--- config.mk ---
export PLATFORM = sky130hd
export DESIGN_NAME = battery_level_policy_hysteresis
export DESIGN_NICKNAME = d
export VERILOG_FILES = /design/src/rtl/core/blp_pkg.sv /design/src/rtl/core/blp_cfg_regs.sv /design/src/rtl/core/blp_policy.sv /design/src/rtl/core/battery_level_policy_hysteresis.sv
export SDC_FILE = /design/constraint.sdc
export NUM_CORES = 1
export LEC_CHECK = 0
export ABC_AREA = 1
export BUFFER_PORTS_ARGS = -buffer_cell sky130_fd_sc_hd__buf_2
export CAP_MARGIN = 10
export CORE_AREA = 2 2 107 109
export DETAILED_ROUTE_END_ITERATION = 10
export DIE_AREA = 0 0 109 111
export PLACE_DENSITY_LB_ADDON = 0.3
export SLEW_MARGIN = 25
export SYNTH_ARGS = -nofsm -noshare
export SYNTH_HDL_FRONTEND = slang
export SYNTH_SLANG_ARGS = --single-unit
--- constraint.sdc ---
create_clock -name clk -period 9.6 [get_ports clk]
set_clock_uncertainty 0.15 [all_clocks]
set_input_delay 0.96 -clock clk [delete_from_list [all_inputs] [get_ports clk]]
set_output_delay 0.96 -clock clk [all_outputs]
set_load 0.02 [all_outputs]
--- src/rtl/core/blp_pkg.sv ---
// ----------------------------------------------------------------------------
// blp_pkg
// Types and constants shared by the battery level policy block.
// ----------------------------------------------------------------------------
package blp_pkg;

  localparam int CFG_IDX_W  = 3;
  localparam int CFG_DATA_W = 8;

  // register indexes
  localparam logic [CFG_IDX_W-1:0] CFG_CONSERVE_ENTER = 3'd0;
  localparam logic [CFG_IDX_W-1:0] CFG_CONSERVE_EXIT  = 3'd1;
  localparam logic [CFG_IDX_W-1:0] CFG_PROTECT_ENTER  = 3'd2;
  localparam logic [CFG_IDX_W-1:0] CFG_PROTECT_EXIT   = 3'd3;
  localparam logic [CFG_IDX_W-1:0] CFG_PROTECT_CONF   = 3'd4;
  localparam logic [CFG_IDX_W-1:0] CFG_RECOVERY_CONF  = 3'd5;
  localparam logic [CFG_IDX_W-1:0] CFG_CKPT_ENABLE    = 3'd6;

  // policy levels
  localparam logic [1:0] LVL_NORMAL   = 2'd0;
  localparam logic [1:0] LVL_CONSERVE = 2'd1;
  localparam logic [1:0] LVL_PROTECT  = 2'd2;
  localparam logic [1:0] LVL_UNUSED   = 2'd3;

  // checkpoint phases
  localparam logic [1:0] PH_IDLE   = 2'd0;
  localparam logic [1:0] PH_FLIGHT = 2'd1;
  localparam logic [1:0] PH_DONE   = 2'd2;
  localparam logic [1:0] PH_FAILED = 2'd3;

  localparam logic [0:0] KIND_SAMPLE = 1'b0;
  localparam logic [0:0] KIND_REPORT = 1'b1;

  localparam logic [7:0] PCT_MAX = 8'd100;
  localparam logic [7:0] RUN_MAX = 8'd255;

  localparam logic [6:0] CAP_PROTECT  = 7'd35;
  localparam logic [6:0] CAP_CONSERVE = 7'd65;
  localparam logic [6:0] CAP_NORMAL   = 7'd100;

  localparam logic [6:0] RST_CONSERVE_ENTER = 7'd25;
  localparam logic [6:0] RST_CONSERVE_EXIT  = 7'd30;
  localparam logic [6:0] RST_PROTECT_ENTER  = 7'd12;
  localparam logic [6:0] RST_PROTECT_EXIT   = 7'd16;
  localparam logic [7:0] RST_PROTECT_CONF   = 8'd3;
  localparam logic [7:0] RST_RECOVERY_CONF  = 8'd2;

  typedef struct packed {
    logic       kind;
    logic       available;
    logic       charging;
    logic [7:0] charge_pct;
    logic       checkpoint_ok;
  } in_item_t;

  typedef struct packed {
    logic       accepted;
    logic [1:0] policy_level;
    logic       optional_work_ok;
    logic       high_power_ok;
    logic [6:0] backlight_cap;
    logic       checkpoint_start;
    logic [1:0] checkpoint_phase;
  } out_item_t;

  typedef struct packed {
    logic [6:0] conserve_enter_pct;
    logic [6:0] conserve_exit_pct;
    logic [6:0] protect_enter_pct;
    logic [6:0] protect_exit_pct;
    logic [7:0] protect_confirm_count;
    logic [7:0] recovery_confirm_count;
    logic       checkpoint_enable;
  } cfg_t;

  typedef struct packed {
    logic [1:0] level;
    logic [7:0] low_run;
    logic [7:0] recover_run;
    logic [1:0] phase;
  } state_t;

  function automatic logic [7:0] sat_bump(input logic [7:0] v);
    return (v == RUN_MAX) ? RUN_MAX : v + 8'd1;
  endfunction

endpackage

--- src/rtl/core/blp_cfg_regs.sv ---
// ----------------------------------------------------------------------------
// blp_cfg_regs
// Threshold, count and checkpoint enable registers, written by index.
// ----------------------------------------------------------------------------
module blp_cfg_regs (
  input  logic                           clk,
  input  logic                           rst_n,
  input  logic                           cfg_we,
  input  logic [blp_pkg::CFG_IDX_W-1:0]  cfg_idx,
  input  logic [blp_pkg::CFG_DATA_W-1:0] cfg_wdata,
  output blp_pkg::cfg_t                  cfg
);

  blp_pkg::cfg_t cfg_r;
  blp_pkg::cfg_t cfg_nxt;

  always_comb begin
    cfg_nxt = cfg_r;
    if (cfg_we) begin
      unique case (cfg_idx)
        blp_pkg::CFG_CONSERVE_ENTER: cfg_nxt.conserve_enter_pct     = cfg_wdata[6:0];
        blp_pkg::CFG_CONSERVE_EXIT:  cfg_nxt.conserve_exit_pct      = cfg_wdata[6:0];
        blp_pkg::CFG_PROTECT_ENTER:  cfg_nxt.protect_enter_pct      = cfg_wdata[6:0];
        blp_pkg::CFG_PROTECT_EXIT:   cfg_nxt.protect_exit_pct       = cfg_wdata[6:0];
        blp_pkg::CFG_PROTECT_CONF:   cfg_nxt.protect_confirm_count  = cfg_wdata;
        blp_pkg::CFG_RECOVERY_CONF:  cfg_nxt.recovery_confirm_count = cfg_wdata;
        blp_pkg::CFG_CKPT_ENABLE:    cfg_nxt.checkpoint_enable      = cfg_wdata[0];
        default: ;
      endcase
    end
  end

  always_ff @(posedge clk) begin
    if (!rst_n) begin
      cfg_r.conserve_enter_pct     <= blp_pkg::RST_CONSERVE_ENTER;
      cfg_r.conserve_exit_pct      <= blp_pkg::RST_CONSERVE_EXIT;
      cfg_r.protect_enter_pct      <= blp_pkg::RST_PROTECT_ENTER;
      cfg_r.protect_exit_pct       <= blp_pkg::RST_PROTECT_EXIT;
      cfg_r.protect_confirm_count  <= blp_pkg::RST_PROTECT_CONF;
      cfg_r.recovery_confirm_count <= blp_pkg::RST_RECOVERY_CONF;
      cfg_r.checkpoint_enable      <= 1'b0;
    end else begin
      cfg_r <= cfg_nxt;
    end
  end

  assign cfg = cfg_r;

endmodule

--- src/rtl/core/blp_policy.sv ---
// ----------------------------------------------------------------------------
// blp_policy
// Next policy state and result item for one input item.
// ----------------------------------------------------------------------------
module blp_policy (
  input  blp_pkg::cfg_t     cfg,
  input  blp_pkg::state_t   cur,
  input  blp_pkg::in_item_t item,
  output blp_pkg::state_t   nxt,
  output blp_pkg::out_item_t res
);

  logic [1:0] prev;
  logic [7:0] pct;
  logic [7:0] low_b;
  logic [7:0] rec_b;
  logic       accepted;
  logic       start;
  logic       prot;

  always_comb begin
    pct      = item.charge_pct;
    prev     = cur.level[1] ? blp_pkg::LVL_PROTECT : cur.level;
    low_b    = blp_pkg::sat_bump(cur.low_run);
    rec_b    = blp_pkg::sat_bump(cur.recover_run);
    nxt      = cur;
    accepted = 1'b1;
    start    = 1'b0;

    if (item.kind == blp_pkg::KIND_REPORT) begin
      if (cur.phase == blp_pkg::PH_FLIGHT) begin
        nxt.phase = item.checkpoint_ok ? blp_pkg::PH_DONE : blp_pkg::PH_FAILED;
      end
    end else if (item.available && pct > blp_pkg::PCT_MAX) begin
      // out-of-range sample: reject, nothing moves
      accepted = 1'b0;
    end else begin
      if (item.charging) begin
        nxt.low_run     = '0;
        nxt.recover_run = '0;
        nxt.level       = blp_pkg::LVL_NORMAL;
      end else if (!item.available) begin
        nxt.low_run     = '0;
        nxt.recover_run = '0;
        nxt.level       = (prev == blp_pkg::LVL_PROTECT) ? blp_pkg::LVL_PROTECT
                                                         : blp_pkg::LVL_NORMAL;
      end else begin
        nxt.low_run = (pct <= {1'b0, cfg.protect_enter_pct}) ? low_b : '0;
        if (prev == blp_pkg::LVL_PROTECT) begin
          if (pct < {1'b0, cfg.protect_exit_pct}) begin
            nxt.recover_run = '0;
            nxt.level       = blp_pkg::LVL_PROTECT;
          end else begin
            nxt.recover_run = rec_b;
            nxt.level       = (rec_b >= cfg.recovery_confirm_count) ?
                              blp_pkg::LVL_CONSERVE : blp_pkg::LVL_PROTECT;
          end
        end else begin
          nxt.recover_run = '0;
          if (nxt.low_run >= cfg.protect_confirm_count) begin
            nxt.level = blp_pkg::LVL_PROTECT;
          end else if (prev == blp_pkg::LVL_CONSERVE) begin
            nxt.level = (pct < {1'b0, cfg.conserve_exit_pct}) ?
                        blp_pkg::LVL_CONSERVE : blp_pkg::LVL_NORMAL;
          end else begin
            nxt.level = (pct <= {1'b0, cfg.conserve_enter_pct}) ?
                        blp_pkg::LVL_CONSERVE : blp_pkg::LVL_NORMAL;
          end
        end
      end

      // entering or leaving protect returns the checkpoint phase to idle
      if (prev != nxt.level &&
          (prev == blp_pkg::LVL_PROTECT || nxt.level == blp_pkg::LVL_PROTECT)) begin
        nxt.phase = blp_pkg::PH_IDLE;
      end
      if (prev != blp_pkg::LVL_PROTECT && nxt.level == blp_pkg::LVL_PROTECT &&
          cfg.checkpoint_enable && nxt.phase == blp_pkg::PH_IDLE) begin
        nxt.phase = blp_pkg::PH_FLIGHT;
        start     = 1'b1;
      end
    end

    prot                 = nxt.level[1];
    res.accepted         = accepted;
    res.policy_level     = nxt.level;
    res.optional_work_ok = !prot;
    res.high_power_ok    = (nxt.level == blp_pkg::LVL_NORMAL);
    res.backlight_cap    = prot ? blp_pkg::CAP_PROTECT :
                           (nxt.level == blp_pkg::LVL_CONSERVE) ? blp_pkg::CAP_CONSERVE
                                                                : blp_pkg::CAP_NORMAL;
    res.checkpoint_start = start;
    res.checkpoint_phase = nxt.phase;
  end

endmodule

--- src/rtl/core/battery_level_policy_hysteresis.sv ---
// ----------------------------------------------------------------------------
// battery_level_policy_hysteresis
// Three-level battery policy with hysteresis, confirm counts and checkpoint.
// ----------------------------------------------------------------------------
// Result path: an accepted item is held in the input register, then its result
//   in the result register; a stalled output holds the item in the input stage.
// Throughput: one item per cycle while out_stall is low; the next state is computed from the state register.
// Reset: synchronous active-low rst_n; level normal, counters zero, phase
//   idle, registers at their defaults, both stages empty.
// ----------------------------------------------------------------------------
module battery_level_policy_hysteresis (
  input  logic                           clk,
  input  logic                           rst_n,
  input  logic                           in_valid,
  output logic                           in_stall,
  input  blp_pkg::in_item_t              in_data,
  output logic                           out_valid,
  input  logic                           out_stall,
  output blp_pkg::out_item_t             out_data,
  input  logic                           cfg_we,
  input  logic [blp_pkg::CFG_IDX_W-1:0]  cfg_idx,
  input  logic [blp_pkg::CFG_DATA_W-1:0] cfg_wdata
);

  blp_pkg::cfg_t      cfg;
  blp_pkg::state_t    st_r;
  blp_pkg::state_t    st_nxt;
  blp_pkg::in_item_t  in_data_r;
  blp_pkg::out_item_t res;
  blp_pkg::out_item_t out_data_r;
  logic               in_v_r;
  logic               out_v_r;
  logic               move;

  blp_cfg_regs u_cfg (
    .clk       (clk),
    .rst_n     (rst_n),
    .cfg_we    (cfg_we),
    .cfg_idx   (cfg_idx),
    .cfg_wdata (cfg_wdata),
    .cfg       (cfg)
  );

  blp_policy u_policy (
    .cfg  (cfg),
    .cur  (st_r),
    .item (in_data_r),
    .nxt  (st_nxt),
    .res  (res)
  );

  // item leaves the input stage when the result register frees up
  assign move     = in_v_r && (!out_v_r || !out_stall);
  assign in_stall = in_v_r && !move;

  always_ff @(posedge clk) begin
    if (!rst_n) begin
      in_v_r  <= 1'b0;
      out_v_r <= 1'b0;
      st_r    <= '0;
    end else begin
      if (!in_stall) begin
        in_v_r <= in_valid;
      end
      if (move) begin
        out_v_r <= 1'b1;
        st_r    <= st_nxt;
      end else if (!out_stall) begin
        out_v_r <= 1'b0;
      end
    end
  end

  always_ff @(posedge clk) begin
    if (!in_stall && in_valid) begin
      in_data_r <= in_data;
    end
    if (move) begin
      out_data_r <= res;
    end
  end

  assign out_valid = out_v_r;
  assign out_data  = out_data_r;

  a_level_code: assert property (@(posedge clk) disable iff (!rst_n)
    st_r.level != blp_pkg::LVL_UNUSED)
    else $error("policy level register holds unused code");

  a_state_on_transfer: assert property (@(posedge clk) disable iff (!rst_n)
    !$stable(st_r) |-> $past(move))
    else $error("policy state changed without an item transfer");

  a_start_in_protect: assert property (@(posedge clk) disable iff (!rst_n)
    out_valid && out_data.checkpoint_start |->
      out_data.policy_level == blp_pkg::LVL_PROTECT &&
      out_data.checkpoint_phase == blp_pkg::PH_FLIGHT && out_data.accepted)
    else $error("checkpoint start outside protect entry");

  a_reject_holds: assert property (@(posedge clk) disable iff (!rst_n)
    move && !res.accepted |=> $stable(st_r))
    else $error("rejected sample changed policy state");

endmodule
; ---- After elaboration in Yosys (flattened, before gate mapping)
; Index checks and enable logic that the tools add are counted.
[classes]
addsub = 2
magnitude_cmp = 7
n_eq_ne = 16
muxes = 32
n_bitwise = 2
n_reduce_logical = 27
[ops]
columns = cell, n
row1 = two-way mux 18 bit, 5
row2 = two-way mux 8 bit, 5
row3 = two-way mux 2 bit, 13
row4 = two-way mux 20 bit, 1
row5 = "adder 8 x 1 -> 8 bit, second input constant", 2
row6 = "== test 8 bit, second input constant", 2
row7 = >= comparator 8 bit, 2
row8 = less-or-equal comparator 8 x 7 -> 1 bit, 2
row9 = < comparator 8 x 7 -> 1 bit, 2
row10 = AND reduction 2 bit, 7
row11 = "== test 3 bit, second input constant", 3
row12 = "> comparator 8 x 7 -> 1 bit, second input constant", 1
row13 = logical AND 1 bit, 8
row14 = two-way mux 1 bit, 7
row15 = "== test 2 x 1 -> 1 bit, second input constant", 3
row16 = "== test 3 x 2 -> 1 bit, second input constant", 2
row17 = two-way mux 6 bit, 1
row18 = logical NOT 1 bit, 5
row19 = "== test 2 bit, second input constant", 2
row20 = logical NOT 2 bit, 2
row21 = "== test 3 x 1 -> 1 bit, second input constant", 1
row22 = logical NOT 3 bit, 1
row23 = AND reduction 3 bit, 1
row24 = logical OR 1 bit, 2
row25 = 5 further kinds, 6
[word_totals]
register_bits = 94
input_bits = 28

; ---- Depth between registers and ports, before layout
[depth]
word_depth = 23
mapped_depth = 27
depth_no_buf = 27

; ---- Hierarchy
; A second synthesis with hierarchy kept.
[unflattened]
hier_cells = 766
hier_area_um2 = 5677.9
[modules_own_cells]
columns = mod, n_inst, cells_each, area_each_um2, seq_area_each_um2
row1 = blp_policy, 1, 339, 2035.7, 0.0
row2 = battery_level_policy_hysteresis, 1, 171, 1861.8, 1251.2
row3 = blp_cfg_regs, 1, 256, 1780.5, 900.9

; ---- Worst setup path before layout
; No wires, ideal clock.
[synth_path]
path_type = register to register
from = register in_data_r[7] (netlist name)
to = register out_data_r (netlist bit out_data[1]) (data pin)
arrival_ns = 2.647
required_ns = 9.194
setup_slack_ns = 6.547
path_stages_with_launch = 24
path_buffers = 0
synth_period_minus_slack_ns = 3.053
cell_sequence = edfxtp_1 -> ha_1 -> inv_1 -> nor3_1 -> nand2_1 -> o311ai_0 -> nand2_1 -> o21ai_0 -> inv_1 -> ha_1 -> nand2_1 -> nand3_1 -> nand2_1 -> nand2_1 -> nand2_1 -> nand2_1 -> a21oi_1 -> nand2_2 -> nand2_2 -> nand2_1 -> nand2_1 -> nand2_1 -> o21ai_1 -> inv_1
[synth_rtl]
columns = item, line
row1 = start: declaration, battery_level_policy_hysteresis.sv:28  ; blp_pkg::in_item_t in_data_r;
row2 = start signal: assignment, battery_level_policy_hysteresis.sv:76  ; in_data_r <= in_data;
row3 = end signal: assignment, battery_level_policy_hysteresis.sv:79  ; out_data_r <= res;
row4 = end: declaration, battery_level_policy_hysteresis.sv:30  ; blp_pkg::out_item_t out_data_r;

; ---- Final worst setup path
[layout_path]
from = register in_data_r[7] (netlist name)
to = register out_data_r (netlist bit out_data[5]) (data pin)
[layout_between]
elab_chain_len = 13
[layout_rtl]
columns = item, line
row1 = "less-or-equal comparator 8 x 7 -> 1 bit, or another cell as far along", blp_policy.sv:48  ; nxt.low_run = (pct <= {1'b0, cfg.protect_enter_pct}) ? low_b : '0;
row2 = "two-way mux 8 bit, or another cell as far along", blp_policy.sv:48
row3 = >= comparator 8 bit / two-way mux 2 bit (equally long branches), "blp_policy.sv:60, blp_policy.sv:62"
row4 = two-way mux 2 bit, blp_policy.sv:60  ; if (nxt.low_run >= cfg.protect_confirm_count) begin
row5 = two-way mux 2 bit, blp_policy.sv:49  ; if (prev == blp_pkg::LVL_PROTECT) begin
row6 = two-way mux 18 bit, blp_policy.sv:42  ; end else if (!item.available) begin
row7 = two-way mux 18 bit, blp_policy.sv:38  ; if (item.charging) begin
row8 = two-way mux 18 bit, blp_policy.sv:34  ; end else if (item.available && pct > blp_pkg::PCT_MAX) begin
row9 = two-way mux 18 bit, blp_policy.sv:30  ; if (item.kind == blp_pkg::KIND_REPORT) begin
row10 = two-way mux 20 bit (*), blp_policy.sv:34
row11 = two-way mux 18 bit (*), blp_policy.sv:30
row12 = == test 2 x 1 -> 1 bit, blp_policy.sv:90  ; (nxt.level == blp_pkg::LVL_CONSERVE) ? blp_pkg::CAP_CONSERVE
row13 = two-way mux 6 bit, blp_policy.sv:90
; Mark *: on every way between the ends. The rest lies on a longest branch, timed or not. The select of a mux whose other input is x is not followed.
; A chain may end at the register's enable or synchronous reset.

==> impl_metrics.csv <==
group,metric,value,unit
yosys,seq_area_frac_synth,43.0,%
timing,clock.fmax,287,MHz
final_layout,num-nets-final,735,
setup_path,worstSetupPathType,"reg2reg",
power_and_ir_drop,power.static_leakage,0.00254,µW
grt,antenna_found_initial,0,
placed_design,placed_cells,795,
yosys,ys_seq_elements,92,
timing,setup_viol,0,
yosys,synth_common_cells,"inv_1 (116), nand2_1 (108), a21oi_1 (67), dfxtp_1 (67), nor2_1 (58)",
placed_design,gp_congestion,0.892,
floorplanning,rows,39,
timing,rsz0062_at_grt,"false",
routing,drcViolationCount,0,
grt,grt_pass1_wl,17500,µm
clock_network,cts_tree,"yes",
setup_path,startpoint_type,"register",
clock_network,cts-buffers-inserted,9,
final_layout,layout-drive-gt1-share,10.9,%
yosys,synth_largest_area_cell,"dfxtp_1",
floorplanning,initial_utilization,43.9,%
power_and_ir_drop,p_per_area,162,nW/µm²
job,cap_violations,0,
setup_path,max_stage_delay,0.48,ns
yosys,yosys.cell_count.top_type,"inv_1",
status,status,"completed",
clock_network,cts-resized-gates,0,
clock_network,root_buffer,"clkbuf_16",
grt,grt.total_usage,18.3,%
timing,fin_setup_tns,0,ns
yosys,synthFlopType,"dfxtp_1",
floorplanning,die_h,111,µm
routing,postRouteAntennaNets,0,
routing,wl_per_cell,12.7,µm
routing,drt_first_pass_iters,4,
yosys,yosysTopAreaCellShare,27.6,%
yosys,ys_types,34,
setup_path,crit_arrival,3.43,ns
yosys,netlist_area,4860,µm²
grt,grt_pass1_vias,3837,
yosys,synth-async-reset-ratio,0,%
yosys,synth_edf_count,25,
yosys,ys_warn_count,0,
placed_design,hpwl,7720,µm
placed_design,port_buffers,42,
timing,drv_slew,0,
setup_path,path_max_fanout,8,
setup_path,cp_data_required_time,9.55,ns
clock_network,clock-sinks,92,
clock_network,clockBufferDepth,2,
final_layout,areaGrowthSynthToFinish,12.7,%
clock_network,cts_setup_buffers,0,
setup_path,path_common_cell,"nand2_1",
setup_path,path_cells,"ha_1 > inv_1 > nor3_1 > nand2_1 > o311ai_0 > nand2_1 > o21ai_0 > inv_1 > ha_1 > nand2_1 > nand3_1 > nand2_1 > nand2_1 > nand2_1 > nand2_1 > a31oi_1 > nand2_1 > nand2_1 > nand3_1 > nand2_1 > nand2_1 > nand2_1 > inv_1",
routing,drt_wl_total,10300,µm
setup_path,crit_path_top_delay_cell,"edfxtp_1",
grt,grt_max_degree,49,
setup_path,critPathTopFamily,"simple AND/OR/NAND/NOR gates",
routing,vias,3989,
floorplanning,ios,45,
floorplanning,die-area,12100,µm²
clock_network,postCtsHoldBufs,0,
timing,hold_violations,0,
floorplanning,die_w,109,µm
clock_network,h-tree-depth,3,
floorplanning,design.core.area,11100,µm²
setup_path,endpoint_kind,"register",
final_layout,instances_no_fill,811,
worst_hold_path,hold_class,"reg2reg",
timing,worst_slew_pin_slew,0.777,ns
clock_network,clk-insertion-delay-late,0.34,ns
setup_path,critPathBufInv,3,
yosys,synth_cells,625,
timing,post-route-min-period,3.48,ns
routing,viasPerCell,4.92,
routing,first_iter_violations,189,
final_layout,antenna_cells,0,
grt,gr-total-overflow,0,
timing,fin_crit_sh,36.3,%
yosys,post_synth_main_area_contributors,"dfxtp_1 (28%), edfxtp_1 (15%), ha_1 (11%)",
yosys,synth.avg_cell_area,7.78,µm²
power_and_ir_drop,peakVddDrop,0.102,mV
timing,relSlewSlack,48.2,%
clock_network,clk_pin_slew,0.07,ns
## layout make-up
| cell class | instances | area [µm²] |
|---|---|---|
| fillers | 1038 | 5600 |
| multi-input cells | 400 | 2240 |
| flip-flops and latches | 92 | 2090 |
| inverters | 118 | 443 |
| clock buffers | 11 | 254 |
| repair buffers | 42 | 210 |
| well taps | 143 | 179 |
| clock inverters | 5 | 65.1 |
## flip-flops by register name, indices dropped and copies added (netlist names)
register,cells
in_data_r,12
st_r,20
u_cfg.cfg,45
out_valid,1
in_v_r,1
out_data,13
## where the power goes
part	switching (µW)	internal, µW	total (µW)
sequential	7.22	415	422
combinational	57.0	28.6	85.6
clock	159	221	380
total	223	664	887
## layer usage
layer	up-vias	global-route usage [%]	share of wire, %
met4	0	5.13	0.74
met1	1817	22.7	46
met5	-	0	0
met2	57	32.0	51
met3	6	3.29	3.1
li1	2109	-	-
## per-stage QoR
step	hold slack (ns)	total power (µW)	utilization, %	worst slack, ns	cell area [µm²]
floorplan	0.285	489	-	6.55	4870
global placement	0.298	513	46.6	6.20	5160
detailed placement	0.305	516	46.6	6.14	5160
CTS	0.316	894	49.5	6.09	5480
global route	0.340	925	49.5	5.68	5480
finish	0.313	887	49.5	6.12	5480
## final timing paths
kind / from / to / slack [ns] / depth (start not counted)
max: in_data_r[7] / out_data[5] / 6.12 / 23
min: u_cfg.cfg[36] / u_cfg.cfg[36] / 0.31 / 2
max reg2reg: in_data_r[7] / out_data[5] / 6.12 / 23
min reg2reg: u_cfg.cfg[36] / u_cfg.cfg[36] / 0.31 / 2
## logic make-up after synthesis
group,share of synthesized area (%)
other cells,0.0771
flops,43.0
buf+inv,11.1
xor+xnor,0.360
compound gates,15.3
simple gates,18.9
fa+ha+maj,11.3
## tightest hold or removal path, delay by kind of cell, from the launching register on
family	cells	cell delay (ns)
flops	1	0.30
buf+inv	1	0.06
compound gates	1	0.06
## cell usage in the layout (no fill, tap or decap), types with 3 or more instances in the layout
cell type	count
dfxtp_1	67
ha_1	44
o21a_1	3
nor2_1	58
inv_1	116
buf_2	42
o21ai_0	46
nand2_2	4
o211ai_1	14
nand4_1	5
clkbuf_16	10
nand3_1	25
nand2_1	108
nor3_1	5
edfxtp_1	25
a21oi_1	67
(Power assumes the default switching activity.)
